### src/sv/framed_param_message_parser_core_macros.svh
// Assertion macros for the framed parameter message parser.
// Included by framed_param_message_parser_core; no other dependencies.
`ifndef FRAMED_PARAM_MESSAGE_PARSER_CORE_MACROS_SVH
`define FRAMED_PARAM_MESSAGE_PARSER_CORE_MACROS_SVH

`ifndef SYNTHESIS
`define FPMP_ASSERT_IMP(label, clk, rst, ante, cons) \
   label: assert property (@(posedge clk) disable iff (rst) (ante) |-> (cons)) \
      else $error("fpmp assertion failed");
`define FPMP_ASSERT_NXT(label, clk, rst, ante, cons) \
   label: assert property (@(posedge clk) disable iff (rst) (ante) |=> (cons)) \
      else $error("fpmp assertion failed");
`else
`define FPMP_ASSERT_IMP(label, clk, rst, ante, cons)
`define FPMP_ASSERT_NXT(label, clk, rst, ante, cons)
`endif

`endif

### src/sv/fpmp_pkg.sv
// Types and constants of the framed parameter message parser.
// No dependencies.
package fpmp_pkg;

   localparam logic       CSR_START_MARKER = 1'b0;
   localparam logic       CSR_END_MARKER   = 1'b1;

   localparam logic [7:0] START_MARKER_RST = 8'd2;
   localparam logic [7:0] END_MARKER_RST   = 8'd3;

   localparam logic [1:0] PH_START   = 2'd0;
   localparam logic [1:0] PH_CODE    = 2'd1;
   localparam logic [1:0] PH_PENDING = 2'd2;
   localparam logic [1:0] PH_VALUE   = 2'd3;

   localparam logic [2:0] ST_OK           = 3'd0;
   localparam logic [2:0] ST_TOO_SHORT    = 3'd1;
   localparam logic [2:0] ST_BAD_FRAME    = 3'd2;
   localparam logic [2:0] ST_EMPTY        = 3'd3;
   localparam logic [2:0] ST_INCOMPLETE   = 3'd4;
   localparam logic [2:0] ST_UNKNOWN_CODE = 3'd5;
   localparam logic [2:0] ST_SHORT_VALUE  = 3'd6;
   localparam logic [2:0] ST_BAD_VALUE    = 3'd7;

   localparam logic [7:0] CODE_FREQ  = 8'h46;  // 'F'
   localparam logic [7:0] CODE_SENS  = 8'h53;  // 'S'
   localparam logic [7:0] CODE_CHAN  = 8'h43;  // 'C'
   localparam logic [7:0] CHAR_PLUS  = 8'h2B;
   localparam logic [7:0] CHAR_MINUS = 8'h2D;
   localparam logic [7:0] CHAR_ZERO  = 8'h30;
   localparam logic [7:0] CHAR_NINE  = 8'h39;

   localparam logic [13:0] FREQ_MIN = 14'd100;
   localparam logic [13:0] FREQ_MAX = 14'd5000;
   localparam logic [13:0] SENS_MAX = 14'd3;
   localparam logic [13:0] CHAN_MAX = 14'd16;

   // fields from the lowest bit up: status first
   typedef struct packed {
      logic [5:0]  pad;
      logic        channel_present;
      logic [4:0]  channel;
      logic        sensitivity_present;
      logic [1:0]  sensitivity;
      logic        frequency_present;
      logic [12:0] frequency;
      logic [2:0]  status;
   } result_type;

   function automatic logic [2:0] code_len(input logic [7:0] code);
      logic [2:0] len;
      len = 3'd0;
      if (code == CODE_FREQ) len = 3'd4;
      else if (code == CODE_SENS) len = 3'd1;
      else if (code == CODE_CHAN) len = 3'd2;
      return len;
   endfunction

endpackage

### src/sv/framed_param_message_parser_core.sv
// Framed parameter message parser: byte stream in, one result per message out.
// Depends on fpmp_pkg and framed_param_message_parser_core_macros.svh.
//
//   channel | direction | fields
//   req_    | in        | tdata: in_byte[7:0]; tlast: is_last
//   rsp_    | out       | tdata: status, frequency, presence flags, etc.
//   csr_    | in        | we, addr (0 start marker, 1 end marker), wdata
//
// One byte per cycle while req_tready is high; the parse state updates in the accept cycle.
// The result register loads on the last byte and shows it the next cycle.
// req_tready stays high unless the result register is full and stalled.
// Synchronous reset clears the parse state and result valid, and restores the markers.
`include "framed_param_message_parser_core_macros.svh"

module framed_param_message_parser_core
   import fpmp_pkg::*;
(
   input  logic        clock,
   input  logic        reset,
   input  logic        req_tvalid,
   output logic        req_tready,
   input  logic [7:0]  req_tdata,   // in_byte[7:0]
   input  logic        req_tlast,   // is_last
   output logic        rsp_tvalid,
   input  logic        rsp_tready,
   output logic [31:0] rsp_tdata,   // status[2:0], frequency[15:3], frequency_present[16],
                                    // sensitivity[18:17], sensitivity_present[19],
                                    // channel[24:20], channel_present[25], zeros
   input  logic        csr_we,
   input  logic        csr_addr,
   input  logic [7:0]  csr_wdata
);

   logic [7:0]  start_marker_ff, end_marker_ff;
   logic [1:0]  bytes_ff, bytes_in;
   logic [1:0]  phase_ff, phase_in;
   logic [7:0]  code_ff, code_in;
   logic [2:0]  vcnt_ff, vcnt_in;
   logic [13:0] acc_ff, acc_in;
   logic        sign_ff, sign_in, neg_ff, neg_in, digit_ff, digit_in;
   logic        mal_ff, mal_in;
   logic [2:0]  err_ff, err_in;
   logic        start_bad_ff, start_bad_in;
   logic        payload_ff, payload_in;
   logic [12:0] freq_ff, freq_in;
   logic [1:0]  sens_ff, sens_in;
   logic [4:0]  chan_ff, chan_in;
   logic [2:0]  pres_ff, pres_in;
   logic        rsp_valid_ff, rsp_valid_in;
   result_type  rsp_ff, rsp_in;

   logic        req_acc;
   logic [7:0]  b;
   logic        first_val;
   logic [2:0]  cur_cnt, new_cnt;
   logic [13:0] cur_acc, acc_x10, new_acc;
   logic        cur_sign, cur_neg, cur_digit, cur_mal;
   logic        is_sign, is_digit;
   logic        new_sign, new_neg, new_digit, new_mal;
   logic        finish, val_ok;
   logic [2:0]  status;

   assign req_acc    = req_tvalid && req_tready;
   assign req_tready = !rsp_valid_ff || rsp_tready;
   assign rsp_tvalid = rsp_valid_ff;
   assign rsp_tdata  = rsp_ff;
   assign b          = req_tdata;

   // value character step; a code still pending starts a fresh value
   always_comb begin
      first_val = (phase_ff == PH_PENDING);
      cur_cnt   = first_val ? 3'd0  : vcnt_ff;
      cur_acc   = first_val ? 14'd0 : acc_ff;
      cur_sign  = !first_val && sign_ff;
      cur_neg   = !first_val && neg_ff;
      cur_digit = !first_val && digit_ff;
      cur_mal   = !first_val && mal_ff;
      is_sign   = (cur_cnt == 3'd0) && (b == CHAR_PLUS || b == CHAR_MINUS);
      is_digit  = (b >= CHAR_ZERO) && (b <= CHAR_NINE);
      acc_x10   = {cur_acc[10:0], 3'b000} + {cur_acc[12:0], 1'b0};
      new_acc   = (!is_sign && is_digit) ? acc_x10 + {10'd0, b[3:0]} : cur_acc;
      new_sign  = cur_sign || is_sign;
      new_neg   = cur_neg || (is_sign && b == CHAR_MINUS);
      new_digit = cur_digit || (!is_sign && is_digit);
      new_mal   = cur_mal || (!is_sign && !is_digit);
      new_cnt   = cur_cnt + 3'd1;
      finish    = new_cnt >= code_len(code_ff);
      val_ok    = !new_mal && new_digit && !new_neg;
      priority if (code_ff == CODE_FREQ) begin
         // last character is a digit whenever val_ok holds, so it is the ones digit
         val_ok = val_ok && new_acc >= FREQ_MIN && new_acc <= FREQ_MAX && b == CHAR_ZERO;
      end else if (code_ff == CODE_SENS) begin
         val_ok = val_ok && !new_sign && new_acc >= 14'd1 && new_acc <= SENS_MAX;
      end else begin
         val_ok = val_ok && new_acc >= 14'd1 && new_acc <= CHAN_MAX;
      end
   end

   always_comb begin
      priority if (bytes_ff == 2'd0) status = ST_TOO_SHORT;
      else if (start_bad_ff || b != end_marker_ff) status = ST_BAD_FRAME;
      else if (!payload_ff) status = ST_EMPTY;
      else if (err_ff != ST_OK) status = err_ff;
      else if (phase_ff == PH_PENDING) status = ST_INCOMPLETE;
      else if (phase_ff == PH_VALUE) status = ST_SHORT_VALUE;
      else status = ST_OK;
   end

   always_comb begin
      bytes_in     = bytes_ff;
      phase_in     = phase_ff;
      code_in      = code_ff;
      vcnt_in      = vcnt_ff;
      acc_in       = acc_ff;
      sign_in      = sign_ff;
      neg_in       = neg_ff;
      digit_in     = digit_ff;
      mal_in       = mal_ff;
      err_in       = err_ff;
      start_bad_in = start_bad_ff;
      payload_in   = payload_ff;
      freq_in      = freq_ff;
      sens_in      = sens_ff;
      chan_in      = chan_ff;
      pres_in      = pres_ff;
      rsp_valid_in = rsp_valid_ff && !rsp_tready;
      rsp_in       = rsp_ff;

      if (req_acc && req_tlast) begin
         rsp_valid_in = 1'b1;
         rsp_in       = '0;
         rsp_in.status = status;
         if (status == ST_OK) begin
            rsp_in.frequency           = pres_ff[0] ? freq_ff : 13'd0;
            rsp_in.frequency_present   = pres_ff[0];
            rsp_in.sensitivity         = pres_ff[1] ? sens_ff : 2'd0;
            rsp_in.sensitivity_present = pres_ff[1];
            rsp_in.channel             = pres_ff[2] ? chan_ff : 5'd0;
            rsp_in.channel_present     = pres_ff[2];
         end
         bytes_in     = 2'd0;
         phase_in     = PH_START;
         code_in      = 8'd0;
         vcnt_in      = 3'd0;
         acc_in       = 14'd0;
         sign_in      = 1'b0;
         neg_in       = 1'b0;
         digit_in     = 1'b0;
         mal_in       = 1'b0;
         err_in       = ST_OK;
         start_bad_in = 1'b0;
         payload_in   = 1'b0;
         freq_in      = 13'd0;
         sens_in      = 2'd0;
         chan_in      = 5'd0;
         pres_in      = 3'd0;
      end else if (req_acc) begin
         if (bytes_ff == 2'd0) begin
            start_bad_in = (b != start_marker_ff);
            bytes_in     = 2'd1;
            phase_in     = PH_CODE;
         end else begin
            if (bytes_ff != 2'd3) bytes_in = bytes_ff + 2'd1;
            payload_in = 1'b1;
            if (err_ff == ST_OK) begin
               if (phase_ff == PH_CODE) begin
                  code_in  = b;
                  phase_in = PH_PENDING;
               end else if (phase_ff == PH_PENDING && code_len(code_ff) == 3'd0) begin
                  err_in = ST_UNKNOWN_CODE;
               end else begin
                  vcnt_in  = new_cnt;
                  acc_in   = new_acc;
                  sign_in  = new_sign;
                  neg_in   = new_neg;
                  digit_in = new_digit;
                  mal_in   = new_mal;
                  phase_in = PH_VALUE;
                  if (finish) begin
                     phase_in = PH_CODE;
                     vcnt_in  = 3'd0;
                     if (!val_ok) begin
                        err_in = ST_BAD_VALUE;
                     end else if (code_ff == CODE_FREQ) begin
                        freq_in    = new_acc[12:0];
                        pres_in[0] = 1'b1;
                     end else if (code_ff == CODE_SENS) begin
                        sens_in    = new_acc[1:0];
                        pres_in[1] = 1'b1;
                     end else begin
                        chan_in    = new_acc[4:0];
                        pres_in[2] = 1'b1;
                     end
                  end
               end
            end
         end
      end
   end

   always_ff @(posedge clock) begin
      if (reset) begin
         start_marker_ff <= START_MARKER_RST;
         end_marker_ff   <= END_MARKER_RST;
      end else if (csr_we) begin
         unique case (csr_addr)
            CSR_START_MARKER: start_marker_ff <= csr_wdata;
            CSR_END_MARKER:   end_marker_ff   <= csr_wdata;
            default:          start_marker_ff <= start_marker_ff;
         endcase
      end
   end

   always_ff @(posedge clock) begin
      if (reset) begin
         bytes_ff     <= 2'd0;
         phase_ff     <= PH_START;
         code_ff      <= 8'd0;
         vcnt_ff      <= 3'd0;
         acc_ff       <= 14'd0;
         sign_ff      <= 1'b0;
         neg_ff       <= 1'b0;
         digit_ff     <= 1'b0;
         mal_ff       <= 1'b0;
         err_ff       <= ST_OK;
         start_bad_ff <= 1'b0;
         payload_ff   <= 1'b0;
         pres_ff      <= 3'd0;
         rsp_valid_ff <= 1'b0;
      end else begin
         bytes_ff     <= bytes_in;
         phase_ff     <= phase_in;
         code_ff      <= code_in;
         vcnt_ff      <= vcnt_in;
         acc_ff       <= acc_in;
         sign_ff      <= sign_in;
         neg_ff       <= neg_in;
         digit_ff     <= digit_in;
         mal_ff       <= mal_in;
         err_ff       <= err_in;
         start_bad_ff <= start_bad_in;
         payload_ff   <= payload_in;
         pres_ff      <= pres_in;
         rsp_valid_ff <= rsp_valid_in;
      end
   end

   always_ff @(posedge clock) begin
      freq_ff <= freq_in;
      sens_ff <= sens_in;
      chan_ff <= chan_in;
      rsp_ff  <= rsp_in;
   end

   `FPMP_ASSERT_NXT(a_last_gives_result, clock, reset, req_acc && req_tlast, rsp_valid_ff)
   `FPMP_ASSERT_NXT(a_first_leaves_start, clock, reset, req_acc && !req_tlast, phase_ff != PH_START)
   `FPMP_ASSERT_IMP(a_err_needs_payload, clock, reset, err_ff != ST_OK, payload_ff && bytes_ff != 2'd0)
   `FPMP_ASSERT_IMP(a_fail_no_presence, clock, reset, rsp_valid_ff && rsp_ff.status != ST_OK,
                    !rsp_ff.frequency_present && !rsp_ff.sensitivity_present && !rsp_ff.channel_present)

endmodule

### config.mk
export PLATFORM = sky130hd
export DESIGN_NAME = framed_param_message_parser_core
export DESIGN_NICKNAME = d
export VERILOG_FILES = /design/src/sv/fpmp_pkg.sv /design/src/sv/framed_param_message_parser_core.sv
export VERILOG_INCLUDE_DIRS = /design/src /design/src/sv
export SDC_FILE = /design/constraint.sdc
export NUM_CORES = 1
export LEC_CHECK = 0
export ABC_CLOCK_PERIOD_IN_PS = 8850
export BUFFER_PORTS_ARGS = -buffer_cell sky130_fd_sc_hd__buf_2
export CELL_PAD_IN_SITES_DETAIL_PLACEMENT = 0
export CELL_PAD_IN_SITES_GLOBAL_PLACEMENT = 1
export CORE_ASPECT_RATIO = 0.9
export CORE_UTILIZATION = 49
export CTS_CLUSTER_SIZE = 16
export DETAILED_ROUTE_END_ITERATION = 10
export GPL_ROUTABILITY_DRIVEN = 0
export PLACE_DENSITY = 0.92
export SLEW_MARGIN = 20
export SYNTH_ARGS = -nofsm -noshare
export SYNTH_HDL_FRONTEND = slang
export SYNTH_SLANG_ARGS = --single-unit
export TNS_END_PERCENT = 5
### constraint.sdc
create_clock -name clock -period 8.85 [get_ports clock]
set_clock_uncertainty 0.1 [all_clocks]
set_input_delay 0 -clock clock [delete_from_list [all_inputs] [get_ports clock]]
set_output_delay 0 -clock clock [all_outputs]
set_load 0.03 [all_outputs]
Yosys cells after proc, flatten, opt, wreduce, memory -nomap -nowiden
Cells that the tools add are included.

Bits in registers: 104. Input port bits: 23. Output and inout bits: 34. Word-level logic and storage cells: 154.

$add $sub $neg: 4. Order comparisons: 8. Equal/unequal tests: 14. Muxes and demuxes: 31. Bitwise logic cells: 6. Reductions and logical operators: 63.

Operators with widths (number): 2-to-1 mux 3 bit (17); 2-to-1 mux 14 bit (2); == test 8 x 6 -> 1 bit (second input constant) (3); == test 8 x 7 -> 1 bit (second input constant) (3); logical AND 1 bit (23); 2-to-1 mux 2 bit (9); AND reduction 9 bit (2); inequality test 8 bit (2); AND reduction 2 bit (8); adder 14 bit (1); adder 14 x 4 -> 14 bit (1); greater-or-equal comparator 14 x 1 -> 1 bit (second input constant) (1); greater-or-equal comparator 14 x 7 -> 1 bit (second input constant) (1); less-or-equal comparator 14 x 13 -> 1 bit (second input constant) (1); less-or-equal comparator 14 x 2 -> 1 bit (second input constant) (1); less-or-equal comparator 14 x 5 -> 1 bit (second input constant) (1); zero test 3 bit (4); greater-or-equal comparator 8 x 6 -> 1 bit (second input constant) (1); less-or-equal comparator 8 x 6 -> 1 bit (second input constant) (1); zero test 1 bit (8); AND reduction 8 bit (1); logical OR 1 bit (7); NOT 1 bit (6); AND reduction 6 bit (1); 16 further kinds (21).

Longest topological paths before layout
Depth in word-level cells: 18. Depth in mapped cells: 21.

Worst setup path before layout
OpenSTA, ideal clock, no wires.

Kind: reg2reg. Start point: register phase_ff[1]. End point: register freq_ff[11]. Arrival: 4.891 ns. Slack: 3.691 ns. Stages on the path, launching flop included: 19. Buffers on the path: 5. Cells stage by stage: dfxtp_1 clkbuf_1 nand2b_1 clkbuf_1 clkbuf_1 clkbuf_1 nand2_1 fa_1 fa_1 and2b_1 o2111ai_1 a21bo_1 a31oi_1 a31oi_1 or4_4 a2111oi_4 buf_6 mux2i_1 nor2_1.

Word-level cells in the longest chain between the ends: 16. Elaborated cells on any way between the ends: 48.

RTL lines: start: declaration (line framed_param_message_parser_core.sv:36) `logic [1:0] phase_ff, phase_in;`; start signal: assignment (line framed_param_message_parser_core.sv:232) `phase_ff <= phase_in;`; branches (longest 16 deep; another with adder 14 bit); end signal: assignment (line framed_param_message_parser_core.sv:249) `freq_ff <= freq_in;`; end: declaration (line framed_param_message_parser_core.sv:45) `logic [12:0] freq_ff, freq_in;`.

Parallel ways; which one is timed is not known. A chain may end at the register's enable or synchronous reset.

Final worst setup path
Start point: register phase_ff[1]. End point: register freq_ff[5].

The elaborated chain is that of the path after synthesis.

==> impl_metrics.py <==
metrics = {
    "synth": {
        "syn_area_mm2": 0.005658,
        "yosys.area.top_type": "dfxtp_1",
        "synth_async_sr_flop_share_pct": 0,
        "syn_avg_cell_area_um2": 8.745,
        "netlist_top_cells_area": "dfxtp_1, edfxtp_1, ha_1",
        "ys_seq_area_share_pct": 41.04,
        "synth_cell_types": 69,
        "netlist_instances": 647,
        "synthMostInstantiatedCell": "dfxtp_1",
        "synth_edf_count": 26,
        "synth_seq_cells": 103,
        "yosysWarnings": 0,
        "synth_top_cell_area_share_pct": 27.24,
        "synth_top_flop_cell": "dfxtp_1",
        "netlist_top_cells_count": "dfxtp_1, nor2_1, nand2_1",
    },
    "worst_setup_path": {
        "worstPathArrival_ns": 5.28,
        "r2r-end": "freq_ff[5]$_SDFFE_PP0P_",
        "ff2ff_setup_slack_ns": 3.68,
        "cp-start-kind": "flop",
        "cp_max_fo": 27,
        "path_class": "reg -> reg",
        "end_kind": "flop",
        "r2r-start": "phase_ff[1]$_SDFFE_PP0P_",
        "cp.required_ns": 8.97,
        "reg2regPathDepth": 15,
    },
    "timing": {
        "setup_ws_ns": 3.684,
        "slew_viol_final": 0,
        "setup-tns-final_ns": 0,
        "period_needed_ns": 5.166,
        "post-route-period-util_pct": 58.37,
        "max_freq_ghz": 0.1936,
        "finalSetupViolations": 0,
        "finalHoldViolations": 0,
        "relSlewSlack_pct": 43.19,
        "rsz0062_at_grt": "false",
        "tightest_slew_ns": 0.8465,
    },
    "grt": {
        "overflow": 0,
        "grt_max_degree": 45,
        "grt_first_pass_wirelength_um": 21600,
        "antenna_found_initial": 0,
        "track_usage_pct": 22.70,
        "grt_pass1_vias": 4403,
    },
    "floorplan": {
        "die_w_um": 115.3,
        "pin_count": 57,
        "core-area_mm2": 0.01104,
        "die_area_mm2": 0.01198,
        "fp-row-count": 36,
        "die_h_um": 103.9,
        "start_util_pct": 51.27,
    },
    "final_layout": {
        "area_delta_synth_final_pct": 15.63,
        "drive_gt1_share_pct": 11.27,
        "multiInputGateArea_mm2": 0.003087,
        "nNetsFinal": 759,
        "diodes": 0,
        "fill_cells": 963,
        "regArea_mm2": 0.002322,
    },
    "placed_design": {
        "io_buffers": 50,
        "pre_cts_ws_ns": 3.474,
        "hpwl_um": 9507,
    },
    "drt": {
        "wirelength_um": 13070,
        "vias": 4822,
        "firstDrtPassIters": 6,
        "vias_per_cell": 5.594,
        "dr.first_iter.drc_count": 335,
        "wl_per_cell_um": 15.16,
        "drc": 0,
        "postRouteAntennaNets": 0,
    },
    "cts": {
        "post_cts_buffers": 0,
        "cts.repair.resized": 0,
        "clk_path_buf_depth": 2,
        "htree_levels": 3,
        "path_clk_slew_ns": 0.08,
        "cts_tree": "done",
        "cts_buffers": 9,
        "insertion_delay_ns": 0.34,
        "ctsHoldBuffers": 26,
        "root_buffer": "clkbuf_16",
        "cts.sinks": 103,
    },
    "hold_path": {
        "hold_start": "csr_we",
        "hold_path_class": "in -> reg",
        "whs_endpoint": "start_marker_ff[4]$_SDFFE_PP0P_",
        "min_path_cells": 4,
    },
    "job": {
        "cap_violations": 0,
    },
    "power": {
        "power_density_mw_per_mm2": 161.8,
        "p_total_mw": 1.059,
        "ir_worst_vdd_mv": 0.1014,
        "p_leak_nw": 2.758,
    },
    "run_status": {
        "status": "complete, no violations",
    },
}
## layout make-up
class,instances,share of cell area (%)
multi-input combinational,486,47.18
inverter,25,1.434
sequential,103,35.49
tap,152,2.907
clock buffer,9,3.442
timing repair buffer,80,8.319
clock inverter,7,1.224
## cell usage in the layout, fill, tap and decap left out, types with 5 or more instances in the layout
cell | synthesis | layout
mux2i_1 | 28 | 28
a21oi_1 | 46 | 46
conb_1 | 1 | 6
nand2b_1 | 11 | 11
dfxtp_1 | 77 | 77
nor3_1 | 19 | 18
and2_1 | 18 | 18
nor2_1 | 76 | 76
a21o_1 | 5 | 5
buf_2 | 5 | 50
dlygate4sd3_1 | 0 | 26
nand3_1 | 15 | 15
nor4_1 | 5 | 5
o21ai_0 | 14 | 14
edfxtp_1 | 26 | 26
inv_1 | 25 | 25
and3_1 | 21 | 21
clkbuf_16 | 0 | 9
nand2_1 | 75 | 75
nand4_1 | 6 | 6
ha_1 | 29 | 29
xnor2_1 | 24 | 24
a211oi_1 | 14 | 14
## state kept, by name (all words and copies together), names as in the netlist, 2 cells and up
name,count
bytes_ff,2
err_ff,2
sens_ff,2
freq_ff,13
rsp_tdata,26
code_ff,8
vcnt_ff,3
start_marker_ff,8
end_marker_ff,8
pres_ff,3
phase_ff,2
chan_ff,5
acc_ff,14
## worst max-delay path, cell delays in order (launching register included)
cell	delay, ns
dfxtp_1	0.40
nand2b_1	0.11
buf_4	0.27
nand2_1	0.16
fa_1	0.53
fa_1	0.49
and2b_1	0.24
o2111ai_1	0.25
a21oi_1	0.30
mux2i_1	0.33
nand3_1	0.14
or4_4	0.57
a2111oi_4	0.59
buf_6	0.24
mux2i_1	0.24
nor2_1	0.07
## power breakdown
part           switching [mW]  internal [mW]  total, mW
sequential            0.00939          0.496      0.506
clock                   0.198          0.203      0.400
combinational          0.0966         0.0561      0.153
## metal layers
layer / vias up / track usage, % / part of all wire [%]
met5: - / 0 / 0
met4: 0 / 5.659 / 1.3
met3: 15 / 3.089 / 4.0
met2: 135 / 35.97 / 46
met1: 2270 / 32.35 / 49
li1: 2402 / - / -
## stage by stage
step / cells / util (%) / cell area [um^2] / hold slack (ns)
floorplan: 652 / - / 5677 / 0.02095
detailed placement: 819 / 54.06 / 5966 / 0.1399
CTS: 861 / 59.18 / 6531 / 0.06293
global route: 862 / 59.29 / 6543 / 0.09140
global placement: 819 / 54.01 / 5961 / 0.1282
finish: 862 / 59.29 / 6543 / 0.06408
## how the worst max path moves through the flow
stage                                          end  cells after the start  slack, ns                     start
after floorplan           freq_ff[11]$_SDFFE_PP0P_                     18       3.69  phase_ff[1]$_SDFFE_PP0P_
after global placement     freq_ff[8]$_SDFFE_PP0P_                     14       3.70  phase_ff[1]$_SDFFE_PP0P_
after detailed placement   freq_ff[5]$_SDFFE_PP0P_                     14       3.47  phase_ff[1]$_SDFFE_PP0P_
after CTS                  freq_ff[5]$_SDFFE_PP0P_                     14       3.43  phase_ff[1]$_SDFFE_PP0P_
after global routing      freq_ff[12]$_SDFFE_PP0P_                     15       3.38  phase_ff[1]$_SDFFE_PP0P_
final                      freq_ff[5]$_SDFFE_PP0P_                     15       3.68  phase_ff[1]$_SDFFE_PP0P_
## logic make-up (layout without fill, tap and decap cells)
logic type / after synthesis / after routing / synth area share, %
flip-flops: 103 / 103 / 41.04
buffers and inverters: 63 / 121 / 4.821
AO/OA/AOI/OAI: 121 / 121 / 14.35
XOR/XNOR: 25 / 25 / 3.870
multiplexers: 29 / 29 / 5.153
other: 1 / 6 / 0.06628
adder cells (fa/ha/maj): 31 / 31 / 7.121
AND/OR/NAND/NOR: 274 / 274 / 23.57
Power figures use the tool's default switching activity.
